`src/design/ffr_pkg.sv`:
```
// Shared types and constants for the fixed frame receiver.
// No dependencies; the interfaces and the receiver refer to this package by scoped names.
package ffr_pkg;

  typedef logic [1:0] status_t;

  localparam status_t ST_GOOD     = 2'd0;
  localparam status_t ST_BAD_LEN  = 2'd1;
  localparam status_t ST_BAD_SUM  = 2'd2;
  localparam status_t ST_BAD_TYPE = 2'd3;

  localparam int CFG_IDX_W  = 2;
  localparam int CFG_DATA_W = 10;

  localparam logic [CFG_IDX_W-1:0] REG_TIMEOUT      = 2'd0;
  localparam logic [CFG_IDX_W-1:0] REG_STATUS_TYPE  = 2'd1;
  localparam logic [CFG_IDX_W-1:0] REG_COMMAND_TYPE = 2'd2;

  localparam logic [9:0] TIMEOUT_RESET      = 10'd200;
  localparam logic [7:0] STATUS_TYPE_RESET  = 8'h00;
  localparam logic [7:0] COMMAND_TYPE_RESET = 8'h01;

  localparam logic [7:0] HEADER_BYTE  = 8'hAA;
  localparam logic [7:0] LENGTH_VALUE = 8'h14;
  localparam logic [9:0] GAP_MAX      = 10'h3FF;

endpackage

```
`src/design/ffr_if.sv`:
```
// Handshake channels of the fixed frame receiver: received words in, results out.
// Depends on ffr_pkg for the status type.
interface ffr_rx_if;
  logic       valid;
  logic       ready;
  logic       op;
  logic [7:0] rx_byte;

  modport source (output valid, output op, output rx_byte, input ready);
  modport sink (input valid, input op, input rx_byte, output ready);
endinterface

interface ffr_res_if;
  logic            valid;
  logic            ready;
  ffr_pkg::status_t status;
  logic [7:0]      frame_byte;
  logic [4:0]      byte_index;
  logic            last;

  modport source (output valid, output status, output frame_byte, output byte_index,
                  output last, input ready);
  modport sink (input valid, input status, input frame_byte, input byte_index,
                input last, output ready);
endinterface

```
`src/design/ffr_ram.sv`:
```
// Generic single-write, single-read RAM with a registered read port.
// No dependencies.
module ffr_ram #(
  parameter int WIDTH = 8,
  parameter int DEPTH = 22
) (
  input  logic                     clk,
  input  logic                     we,
  input  logic [$clog2(DEPTH)-1:0] waddr,
  input  logic [WIDTH-1:0]         wdata,
  input  logic                     re,
  input  logic [$clog2(DEPTH)-1:0] raddr,
  output logic [WIDTH-1:0]         rdata
);

  logic [WIDTH-1:0] mem [DEPTH];

  always_ff @(posedge clk) begin
    if (we) begin
      mem[waddr] <= wdata;
    end
    // The read data holds while no read is issued, so a stalled reader keeps it.
    if (re) begin
      rdata <= mem[raddr];
    end
  end

endmodule

```
`src/design/fixed_frame_receiver.sv`:
```
// Fixed frame receiver: a tick or a byte that does not finish a frame gives no result.
// The byte that finishes a frame gives a reject result in the next cycle, or starts a
// readout of the frame store that gives one result a cycle unless the result side
// stalls, FRAME_BYTES results in all; each byte is read from the store and then
// registered; the single store read port sets that pace. No word is taken during a readout.
// Reset (rst, synchronous) clears the counters, the sum and the registers to their
// defaults; the frame store is not cleared, as each frame writes it before it is read.
module fixed_frame_receiver #(
  parameter int FRAME_BYTES     = 22,
  parameter int LENGTH_POSITION = 1,
  parameter int TYPE_POSITION   = 2
) (
  input  logic                               clk,
  input  logic                               rst,
  input  logic                               cfg_we,
  input  logic [ffr_pkg::CFG_IDX_W-1:0]      cfg_index,
  input  logic [ffr_pkg::CFG_DATA_W-1:0]     cfg_data,
  ffr_rx_if.sink                             rx,
  ffr_res_if.source                          res
);

  localparam int ADDR_W = $clog2(FRAME_BYTES);
  localparam int CNT_W  = $clog2(FRAME_BYTES + 1);
  localparam bit LENGTH_IN = LENGTH_POSITION < FRAME_BYTES;
  localparam bit TYPE_IN   = TYPE_POSITION < FRAME_BYTES;
  localparam logic [ADDR_W-1:0] LAST_ADDR = ADDR_W'(FRAME_BYTES - 1);
  localparam logic [ADDR_W-1:0] LEN_ADDR  = LENGTH_IN ? ADDR_W'(LENGTH_POSITION) : '0;
  localparam logic [ADDR_W-1:0] TYPE_ADDR = TYPE_IN ? ADDR_W'(TYPE_POSITION) : '0;
  localparam logic [CNT_W-1:0]  CNT_END   = CNT_W'(FRAME_BYTES);
  localparam logic [4:0]        LAST_IDX5 = 5'(FRAME_BYTES - 1);

  localparam logic S_IDLE = 1'b0;
  localparam logic S_EMIT = 1'b1;

  // configuration
  logic [9:0] timeout_ms;
  logic [7:0] status_type_code;
  logic [7:0] command_type_code;

  always_ff @(posedge clk) begin
    if (rst) begin
      timeout_ms        <= ffr_pkg::TIMEOUT_RESET;
      status_type_code  <= ffr_pkg::STATUS_TYPE_RESET;
      command_type_code <= ffr_pkg::COMMAND_TYPE_RESET;
    end else if (cfg_we) begin
      unique case (cfg_index)
        ffr_pkg::REG_TIMEOUT:      timeout_ms        <= cfg_data;
        ffr_pkg::REG_STATUS_TYPE:  status_type_code  <= cfg_data[7:0];
        ffr_pkg::REG_COMMAND_TYPE: command_type_code <= cfg_data[7:0];
        default: ;
      endcase
    end
  end

  // frame state
  logic              state, state_next;
  logic [ADDR_W-1:0] fill_count, fill_count_next;
  logic [9:0]        gap_counter, gap_counter_next;
  logic [7:0]        running_sum, running_sum_next;
  logic [7:0]        len_byte, type_byte;
  logic [CNT_W-1:0]  rd_cnt, rd_cnt_next;
  logic              pend_valid, pend_valid_next;
  logic [ADDR_W-1:0] pend_idx;

  logic              out_valid, out_valid_next;
  ffr_pkg::status_t  out_status, out_status_next;
  logic [7:0]        out_byte, out_byte_next;
  logic [4:0]        out_index, out_index_next;
  logic              out_last, out_last_next;

  logic              wr_en;
  logic [ADDR_W-1:0] wr_addr;
  logic              rd_en;
  logic [7:0]        rd_data;
  logic              out_free;
  logic              take;
  logic [7:0]        len_now, type_now;
  logic [ADDR_W+4:0] pend_wide;

  assign out_free = !out_valid || res.ready;
  // A stalled result only blocks the word that could finish the next frame.
  assign rx.ready = (state == S_IDLE)
                    && !(out_valid && !res.ready && fill_count == LAST_ADDR);
  assign take = rx.valid && rx.ready;

  assign len_now  = !LENGTH_IN ? 8'h00 : (fill_count == LEN_ADDR ? rx.rx_byte : len_byte);
  assign type_now = !TYPE_IN ? 8'h00 : (fill_count == TYPE_ADDR ? rx.rx_byte : type_byte);

  assign rd_en     = (state == S_EMIT) && (rd_cnt < CNT_END) && (!pend_valid || out_free);
  assign pend_wide = {5'b0, pend_idx};

  always_comb begin
    state_next       = state;
    fill_count_next  = fill_count;
    gap_counter_next = gap_counter;
    running_sum_next = running_sum;
    rd_cnt_next      = rd_cnt;
    pend_valid_next  = pend_valid;
    out_valid_next   = out_valid && !res.ready;
    out_status_next  = out_status;
    out_byte_next    = out_byte;
    out_index_next   = out_index;
    out_last_next    = out_last;
    wr_en            = 1'b0;
    wr_addr          = fill_count;

    if (take) begin
      if (rx.op) begin
        if (gap_counter < ffr_pkg::GAP_MAX) begin
          gap_counter_next = gap_counter + 10'd1;
        end
      end else if (fill_count == '0 || gap_counter > timeout_ms) begin
        // Idle or expired: only a header word opens a frame.
        fill_count_next  = '0;
        running_sum_next = 8'h00;
        if (rx.rx_byte == ffr_pkg::HEADER_BYTE) begin
          wr_en            = 1'b1;
          wr_addr          = '0;
          fill_count_next  = ADDR_W'(1);
          running_sum_next = rx.rx_byte;
          gap_counter_next = 10'd0;
        end
      end else begin
        wr_en            = 1'b1;
        gap_counter_next = 10'd0;
        if (fill_count != LAST_ADDR) begin
          running_sum_next = running_sum + rx.rx_byte;
          fill_count_next  = fill_count + ADDR_W'(1);
        end else begin
          fill_count_next  = '0;
          running_sum_next = 8'h00;
          out_byte_next    = 8'h00;
          out_index_next   = 5'd0;
          out_last_next    = 1'b1;
          if (len_now != ffr_pkg::LENGTH_VALUE) begin
            out_valid_next  = 1'b1;
            out_status_next = ffr_pkg::ST_BAD_LEN;
          end else if (running_sum != rx.rx_byte) begin
            out_valid_next  = 1'b1;
            out_status_next = ffr_pkg::ST_BAD_SUM;
          end else if (type_now != status_type_code && type_now != command_type_code) begin
            out_valid_next  = 1'b1;
            out_status_next = ffr_pkg::ST_BAD_TYPE;
          end else begin
            state_next  = S_EMIT;
            rd_cnt_next = '0;
          end
        end
      end
    end

    if (state == S_EMIT) begin
      if (pend_valid && out_free) begin
        out_valid_next  = 1'b1;
        out_status_next = ffr_pkg::ST_GOOD;
        out_byte_next   = rd_data;
        out_index_next  = pend_wide[4:0];
        out_last_next   = pend_idx == LAST_ADDR;
      end
      if (rd_en) begin
        rd_cnt_next     = rd_cnt + CNT_W'(1);
        pend_valid_next = 1'b1;
      end else if (out_free) begin
        pend_valid_next = 1'b0;
      end
      if (rd_cnt == CNT_END && !pend_valid) begin
        state_next = S_IDLE;
      end
    end
  end

  always_ff @(posedge clk) begin
    if (rst) begin
      state       <= S_IDLE;
      fill_count  <= '0;
      gap_counter <= 10'd0;
      running_sum <= 8'h00;
      rd_cnt      <= '0;
      pend_valid  <= 1'b0;
      out_valid   <= 1'b0;
    end else begin
      state       <= state_next;
      fill_count  <= fill_count_next;
      gap_counter <= gap_counter_next;
      running_sum <= running_sum_next;
      rd_cnt      <= rd_cnt_next;
      pend_valid  <= pend_valid_next;
      out_valid   <= out_valid_next;
    end
  end

  always_ff @(posedge clk) begin
    out_status <= out_status_next;
    out_byte   <= out_byte_next;
    out_index  <= out_index_next;
    out_last   <= out_last_next;
    if (rd_en) begin
      pend_idx <= rd_cnt[ADDR_W-1:0];
    end
    // Length and type words are kept aside as they are stored, so the check needs no read.
    if (wr_en && LENGTH_IN && wr_addr == LEN_ADDR) begin
      len_byte <= rx.rx_byte;
    end
    if (wr_en && TYPE_IN && wr_addr == TYPE_ADDR) begin
      type_byte <= rx.rx_byte;
    end
  end

  ffr_ram #(
    .WIDTH (8),
    .DEPTH (FRAME_BYTES)
  ) u_store (
    .clk   (clk),
    .we    (wr_en),
    .waddr (wr_addr),
    .wdata (rx.rx_byte),
    .re    (rd_en),
    .raddr (rd_cnt[ADDR_W-1:0]),
    .rdata (rd_data)
  );

  assign res.valid      = out_valid;
  assign res.status     = out_status;
  assign res.frame_byte = out_byte;
  assign res.byte_index = out_index;
  assign res.last       = out_last;

`ifndef ASSERT_OFF
  a_no_take_in_readout: assert property (@(posedge clk) disable iff (rst)
    state == S_EMIT |-> !rx.ready)
    else $error("word accepted during frame readout");

  a_pend_in_readout: assert property (@(posedge clk) disable iff (rst)
    pend_valid |-> state == S_EMIT)
    else $error("store read pending outside readout");

  a_reject_shape: assert property (@(posedge clk) disable iff (rst)
    res.valid && res.status != ffr_pkg::ST_GOOD |-> res.last && res.frame_byte == 8'h00
                                                     && res.byte_index == 5'd0)
    else $error("reject result malformed");

  a_good_last_index: assert property (@(posedge clk) disable iff (rst)
    res.valid && res.status == ffr_pkg::ST_GOOD && res.last |-> res.byte_index == LAST_IDX5)
    else $error("frame readout ends at wrong position");

  a_readout_ends_idle: assert property (@(posedge clk) disable iff (rst)
    res.valid && res.ready && res.status == ffr_pkg::ST_GOOD && res.last |=> state == S_IDLE)
    else $error("readout still active after final word");
`endif

endmodule

```
`src/flat_wrapper.sv`:
```
// flat-port wrapper written by rule: the top's interface ports become plain ports
module fixed_frame_receiver_flat 
#(
  parameter int FRAME_BYTES     = 22,
  parameter int LENGTH_POSITION = 1,
  parameter int TYPE_POSITION   = 2
)
  (clk, rst, cfg_we, cfg_index, cfg_data, rx_valid, rx_op, rx_rx_byte, rx_ready, res_valid, res_status, res_frame_byte, res_byte_index, res_last, res_ready);
  ffr_rx_if rx_i ();
  ffr_res_if res_i ();
  input  logic clk;
  input  logic rst;
  input  logic cfg_we;
  input  logic [ffr_pkg::CFG_IDX_W-1:0] cfg_index;
  input  logic [ffr_pkg::CFG_DATA_W-1:0] cfg_data;
  input wire logic [$bits(rx_i.valid)-1:0] rx_valid;
  input wire logic [$bits(rx_i.op)-1:0] rx_op;
  input wire logic [$bits(rx_i.rx_byte)-1:0] rx_rx_byte;
  output wire logic [$bits(rx_i.ready)-1:0] rx_ready;
  output wire logic [$bits(res_i.valid)-1:0] res_valid;
  output wire logic [$bits(res_i.status)-1:0] res_status;
  output wire logic [$bits(res_i.frame_byte)-1:0] res_frame_byte;
  output wire logic [$bits(res_i.byte_index)-1:0] res_byte_index;
  output wire logic [$bits(res_i.last)-1:0] res_last;
  input wire logic [$bits(res_i.ready)-1:0] res_ready;
  assign rx_i.valid = rx_valid;
  assign rx_i.op = rx_op;
  assign rx_i.rx_byte = rx_rx_byte;
  assign rx_ready = rx_i.ready;
  assign res_valid = res_i.valid;
  assign res_status = res_i.status;
  assign res_frame_byte = res_i.frame_byte;
  assign res_byte_index = res_i.byte_index;
  assign res_last = res_i.last;
  assign res_i.ready = res_ready;
  fixed_frame_receiver #(.FRAME_BYTES(FRAME_BYTES), .LENGTH_POSITION(LENGTH_POSITION), .TYPE_POSITION(TYPE_POSITION)) u_core (.clk(clk), .rst(rst), .cfg_we(cfg_we), .cfg_index(cfg_index), .cfg_data(cfg_data), .rx(rx_i), .res(res_i));
endmodule
```
`config.mk`:
```
export PLATFORM = sky130hd
export DESIGN_NAME = fixed_frame_receiver_flat
export DESIGN_NICKNAME = d
export VERILOG_FILES = /design/src/design/ffr_pkg.sv /design/src/design/ffr_if.sv /design/src/design/ffr_ram.sv /design/src/design/fixed_frame_receiver.sv /design/src/flat_wrapper.sv
export SDC_FILE = /design/constraint.sdc
export NUM_CORES = 1
export LEC_CHECK = 0
export ABC_AREA = 1
export BUFFER_PORTS_ARGS = -buffer_cell sky130_fd_sc_hd__buf_2
export CAP_MARGIN = 40
export CORE_AREA = 2 2 160 162
export DETAILED_ROUTE_END_ITERATION = 10
export DIE_AREA = 0 0 162 164
export PLACE_DENSITY = 0.66
export SETUP_SLACK_MARGIN = 0.1
export SYNTH_ARGS = -nofsm -noshare
export SYNTH_HDL_FRONTEND = slang
export SYNTH_SLANG_ARGS = --single-unit
export TNS_END_PERCENT = 10
```
`constraint.sdc`:
```
create_clock -name clk -period 3.3 [get_ports clk]
set_input_delay 0.66 -clock clk [delete_from_list [all_inputs] [get_ports clk]]
set_output_delay 0.66 -clock clk [all_outputs]
set_load 0.02 [all_outputs]
```
==> results.ini, run 1 <==
[clock_network]
cts_tree = yes
cts_resized = 0
clockRootBuffer = clkbuf_16
cts_buffers = 30
cts_sinks = 278
clkLatencyLatePin_ns = 0.55
cts_setup_buffers = 0
postCtsHoldBufs = 0
clk_path_buf_depth = 3
cts.clk_slew.worst_paths_ns = 0.06
htree_levels = 1

[run_status]
status = completed

[grt]
grt_overflow = 0
grt_pass1_vias = 8546
antenna_found_initial = 0
grt.total_usage = 0.226
grt_pass1_wl_um = 46600
grt_max_degree = 93

[sta]
fin_crit_sh = 0.846
period_minus_slack_ns = 2.79
setup_viol = 0
slew_violations = 0
clock.fmax_mhz = 358
relSlewSlack = 0.439
worst_pin_slew_ns = 0.841
whs_ns = 0.369
worst_clock_skew_ns = 0.0163
rsz0062_at_grt = no
setup_ws_ns = 0.510
final_hold_viol_count = 0
fin_tns_setup_ns = 0

[routing]
firstDrtPassIters = 5
routed-wl-met2_um = 14300
routed.top_layer = met4
drt_iter0_markers = 877
via_per_inst = 5.57
avgRoutedWirePerCell_um = 18.6
num_vias = 9018
met3_length_um = 1840
drcViolationCount = 0
routed_wl_um = 30100
met1_length_um = 13200
antenna_left = 0

[pwr]
power_density_nw_per_um2 = 531
p_leak_nw = 5.27
ir_worst_vdd_v = 0.000391

[synthesis]
synth-async-reset-ratio = 0
yosysMostFrequentCell = edfxtp_1
synth_top_area_cell = edfxtp_1
ys_seq_area_frac = 0.623
synth_edf_count = 205
synthDominantCellAreaShare = 0.503
syn_inst = 1194
synth_ff_type = edfxtp_1
synth.distinct_cells = 47
syn_nets = 1245
synth-seq-cells = 278
yosys_warnings = 0
syn_avg_cell_area_um2 = 10.2
yosys-top-cells-count = edfxtp_1 (205), nand2_1 (186), nor2_1 (171)
ys_top_cells_by_area = edfxtp_1 (50%), dfxtp_1 (12%), nand2_1 (5.7%)
syn_area_um2 = 12200

[die]
core_um2 = 24800
io_pins = 44
die_height_um = 164
rows = 58
die_w_um = 162
die-area_um2 = 26600
start_util = 0.493

[critical_path]
cpMostUsedCell = inv_1
crit_chain = inv_1, ha_1, inv_1, nor4_4, buf_4, a21oi_1, buf_2
cp.arrival_ns = 2.13
critPathSlowestCell = dfxtp_1
cp-end-kind = output pin
slowest_delay_ns = 0.46
setup.worst_path.start_class = register
worstPathMaxFanout = 7
crit_type = reg -> out
cp.required_ns = 2.64

[cells_and_area]
areaGrowthSynthToFinish_pct = 15.0
fin_util = 0.567
multi_input_area_um2 = 4050
n_antenna_cell = 0
drive_gt1_frac = 0.126
seq_area_um2 = 7620
fin_area_um2 = 14100
nFillCells = 2148
nets = 1317

[place]
place.gp.congestion = 0.866
hpwl_um = 19800
placed_cell_area_um2 = 13000
post-place-ws_ns = 0.425
io_buffers = 43

[job]
cap_violations = 0

[min_path]
hp-class = in -> reg

-- report_power, final --
part / switching [mW] / internal, mW
logic: 0.143 / 0.0584
clock network: 1.33 / 2.15
registers: 0.0148 / 3.76
total: 1.49 / 5.98
-- layer usage --
| layer | up-vias | global-route usage |
|---|---|---|
| met1 | 4315 | 0.308 |
| met2 | 288 | 0.378 |
| met3 | 49 | 0.0341 |
| met4 | 0 | 0.0644 |
| li1 | 4366 | - |
| met5 | - | 0 |
-- logic make-up (layout without fill, tap and decap cells) --
kind of cell	Yosys count	in the layout	synth area share
compound gates	239	239	0.113
xor+xnor	13	13	0.00931
fa+ha+maj	25	25	0.0262
buf+inv	140	235	0.0459
flops	278	278	0.623
simple gates	499	499	0.182
-- placed cells by master (no fill, tap or decap), drive strengths merged --
cell / synthesis / final
a211oi: 9 / 9
a21oi: 58 / 58
a31oi: 1 / 1
a32oi: 8 / 8
a41oi: 8 / 8
buf: 10 / 92
bufinv: 0 / 4
clkbuf: 42 / 42
clkinv: 2 / 10
dfxtp: 73 / 73
edfxtp: 205 / 205
fa: 1 / 1
ha: 24 / 24
inv: 86 / 87
nand2: 193 / 193
nand3: 72 / 72
nand3b: 14 / 14
nand4: 25 / 25
nor2: 172 / 172
nor3: 14 / 14
nor3b: 1 / 1
nor4: 4 / 4
o211ai: 8 / 8
o21a: 1 / 1
o21ai: 111 / 111
o221ai: 13 / 13
o22ai: 19 / 19
o31ai: 2 / 2
o41ai: 1 / 1
or2: 4 / 4
xnor2: 4 / 4
xor2: 9 / 9
-- path summary, 6_finish.rpt --
kind	from	end	slack, ns	cells past startpoint
setup / recovery	u_core.fill_count[1]$_SDFFE_PP0P_	rx_ready	0.51	7
hold / removal	cfg_data[0]	u_core.command_type_code[0]$_SDFFE_PP1P_	0.37	3
setup reg to reg	u_core.gap_counter[9]$_SDFFE_PP0P_	u_core.u_store.mem[4][6]$_DFFE_PP_	0.52	11
hold reg to reg	u_core.u_store.rdata[7]$_DFFE_PP_	u_core.res.frame_byte[7]$_DFF_P_	0.45	2
-- per-stage QoR --
stage,std cells,power (mW)
4_1_cts,1619,7.51
3_3_place_gp,1564,4.05
6_report,1619,7.47
5_1_grt,1619,7.69
3_5_place_dp,1564,4.05
2_1_floorplan,1194,3.94
-- state kept, by name, summed over array words and instances (netlist names), 2 cells and up --
name,cells
u_core.res.status,2
u_core.type_byte,8
u_core.rd_cnt,5
u_core.u_store.mem,176
u_core.u_store.rdata,8
u_core.running_sum,8
u_core.pend_idx,5
u_core.len_byte,8
u_core.gap_counter,10
u_core.res.frame_byte,8
u_core.status_type_code,8
u_core.fill_count,5
u_core.command_type_code,8
u_core.res.byte_index,5
u_core.timeout_ms,10
-- cell type report --
cell class / count / area share
Clock buffer: 42 / 0.0624
Clock inverter: 13 / 0.0116
Inverter: 88 / 0.0240
Multi-Input combinational cell: 776 / 0.288
Sequential cell: 278 / 0.542
Tap cell: 330 / 0.0294
Timing Repair Buffer: 92 / 0.0432
-- worst max-delay path: cells and delay by family, from the launching register on --
family | cells | cell delay, ns
AO/OA/AOI/OAI | 1 | 0.18
AND/OR/NAND/NOR | 1 | 0.07
adder cells (fa/ha/maj) | 1 | 0.21
flip-flops | 1 | 0.46
buffers and inverters | 4 | 0.65
No activity file was read; power rests on OpenSTA's default activity.
==> inputs of run 2 (changes only) <==
==> constraint.sdc (replaced) <==
create_clock -name clk -period 2.7 [get_ports clk]
set_input_delay 0.54 -clock clk [delete_from_list [all_inputs] [get_ports clk]]
set_output_delay 0.54 -clock clk [all_outputs]
set_load 0.02 [all_outputs]
==> results.ini, run 2 (synthesis results as in run 1) <==
[critical_path]
setup.worst_path.start_class = register
reg2reg_depth = 15  ; +4
endpoint = u_core.u_store.mem[8][1]$_DFFE_PP_
cp.required_ns = 2.94  ; +0.30 ns
cp-end-kind = register
cp.arrival_ns = 2.73  ; +0.60 ns
rrSetupSlack_ns = 0.21  ; -0.31 ns
worstPathMaxFanout = 8  ; +1
r2r-start = u_core.gap_counter[9]$_SDFFE_PP0P_
worstSetupStartpoint = u_core.gap_counter[9]$_SDFFE_PP0P_
crit_type = reg -> reg
r2r_end = u_core.u_store.mem[8][1]$_DFFE_PP_

[routing]
drcViolationCount = 0  ; unchanged
avgRoutedWirePerCell_um = 19.1  ; +2.6%
drt_iter0_markers = 747  ; -15%
antenna_left = 0  ; unchanged
routed_wl_um = 31300  ; +4.1%
firstDrtPassIters = 5  ; unchanged
via_per_inst = 5.59  ; +0.33%
num_vias = 9182  ; +1.8%

[sta]
worst_clock_skew_ns = 0.0356  ; +0.0194 ns
fin_crit_sh = 0.922
worst_pin_slew_ns = 0.721  ; -0.120 ns
rsz0062_at_grt = yes
clock.fmax_mhz = 402
setup_ws_ns = 0.210  ; -0.300 ns
fin_tns_setup_ns = 0  ; unchanged
final_hold_viol_count = 0  ; unchanged
period_minus_slack_ns = 2.49
relSlewSlack = 0.519  ; +0.0802
setup_viol = 0  ; unchanged
slew_violations = 0  ; unchanged

[place]
io_buffers = 43  ; unchanged
place.gp.congestion = 0.896  ; +3.4%
hpwl_um = 21400  ; +8.0%
post-place-ws_ns = 0.0300  ; -0.394 ns

[grt]
antenna_found_initial = 1  ; +1
grt_overflow = 0  ; unchanged
grt_pass1_vias = 8729  ; +2.1%
grt.total_usage = 0.238  ; +0.0121
grt_pass1_wl_um = 48800  ; +4.7%
grt_max_degree = 93  ; unchanged

[die]
core_um2 = 24800  ; unchanged
die_height_um = 164  ; unchanged
die-area_um2 = 26600  ; unchanged
io_pins = 44  ; unchanged
rows = 58  ; unchanged
die_w_um = 162  ; unchanged
start_util = 0.493  ; unchanged

[clock_network]
cts.clk_slew.worst_paths_ns = 0.06  ; about the same
clkLatencyLatePin_ns = 0.56  ; about the same
cts_buffers = 29  ; -3.3%
cts_tree = yes
cts_setup_buffers = 0  ; unchanged
clk_path_buf_depth = 3  ; unchanged
cts_sinks = 278  ; unchanged
clockRootBuffer = clkbuf_16
postCtsHoldBufs = 0  ; unchanged
htree_levels = 1  ; unchanged

[job]
cap_violations = 0  ; unchanged

[pwr]
power_density_nw_per_um2 = 623  ; +17%
ir_worst_vdd_v = 0.000441  ; +13%
p_leak_nw = 5.35  ; +1.5%

[cells_and_area]
fin_util = 0.573  ; +0.00620
final_cell_mix = edfxtp_1 (205), nand2_1 (180), nor2_1 (165)
top_register = u_core.u_store.mem
nets = 1341  ; +1.8%
reg.largest.list = u_core.u_store.mem x176, u_core.gap_counter x10, u_core.timeout_ms x10
drive_gt1_frac = 0.155  ; +0.0297
n_antenna_cell = 0  ; unchanged
largest_reg_flops = 176  ; unchanged
layout_commonest_cell = edfxtp_1
nFillCells = 2114  ; -1.6%
areaGrowthSynthToFinish_pct = 16.3

[min_path]
hold_depth = 3  ; unchanged
hp-class = in -> reg
hold_start = cfg_data[0]

[run_status]
status = completed

## run 2: cell count changes in the layout (fill, tap and decap cells not counted), moves of 2 or more
cell	before	now
buf_4	47	70
nand2_1	186	180
nand2_2	3	9
nor2_1	171	165
nor2_2	0	6
clkbuf_8	4	0
clkinvlp_4	0	4
clkbuf_1	6	3
clkbuf_16	32	29
clkinv_2	3	6
buf_6	0	2
clkinv_4	0	2
inv_8	0	2
## run 2: layout make-up
class | count | area (µm²) | share of cell area
clock inverters | 22 | 210 | 0.0148
multi-input cells | 776 | 4100 | 0.288
inverters | 88 | 342 | 0.0240
clock buffers | 32 | 737 | 0.0518
flip-flops and latches | 278 | 7620 | 0.536
repair buffers | 117 | 803 | 0.0565
well taps | 330 | 413 | 0.0290
## run 2: through the flow
step / cells / hold slack (ns) / cell area, µm² / total power, mW
6_report: 1643 / 0.225 / 14200 / 8.86
5_1_grt: 1643 / 0.242 / 14200 / 9.08
4_1_cts: 1643 / 0.213 / 14200 / 8.89
3_5_place_dp: 1589 / 0.433 / 13200 / 4.98
3_3_place_gp: 1589 / 0.429 / 13200 / 4.97
2_1_floorplan: 1194 / 0.406 / 12200 / 4.82
## run 2: worst max-delay path, cell delays in order (launching register included)
cell and delay (ns):
dfxtp_1 0.34, ha_1 0.33, nand2_1 0.08, inv_1 0.03
nor2_1 0.07, o21a_1 0.13, nand3_1 0.09, nand2_2 0.11
nand2_2 0.07, inv_2 0.10, nor2_1 0.08, buf_4 0.16
nor3_4 0.15, nand2_2 0.13, nor2_1 0.13, buf_4 0.19
## run 2: repair_timing
action / CTS / global route
resized for setup: 1 / 17
endpoints found under the hold margin: 0 / 0
setup endpoints to repair: 56 / 172
## run 2: metal layers
metal / share of wire / vias to the layer above / track usage / wire, µm
li1: - / 4414 / - / -
met1: 0.42 / 4398 / 0.317 / 13000
met2: 0.49 / 302 / 0.408 / 15400
met3: 0.059 / 66 / 0.0295 / 1840
met4: 0.033 / 2 / 0.0764 / 1020
met5: 0.00035 / - / 0 / 11
## run 2: where the power goes
group          internal, mW  switching, mW
sequential             4.60         0.0167
clock                  2.27           1.70
combinational        0.0812          0.192
total                  6.95           1.91
## run 2: worst min path at each step
stage          slack [ns]                                       end
6_report             0.23  u_core.command_type_code[0]$_SDFFE_PP1P_
3_3_place_gp         0.43          u_core.res.frame_byte[6]$_DFF_P_
3_5_place_dp         0.43          u_core.res.frame_byte[1]$_DFF_P_
4_1_cts              0.21  u_core.command_type_code[0]$_SDFFE_PP1P_
2_1_floorplan        0.41              u_core.pend_idx[2]$_DFFE_PP_
5_1_grt              0.24  u_core.command_type_code[0]$_SDFFE_PP1P_
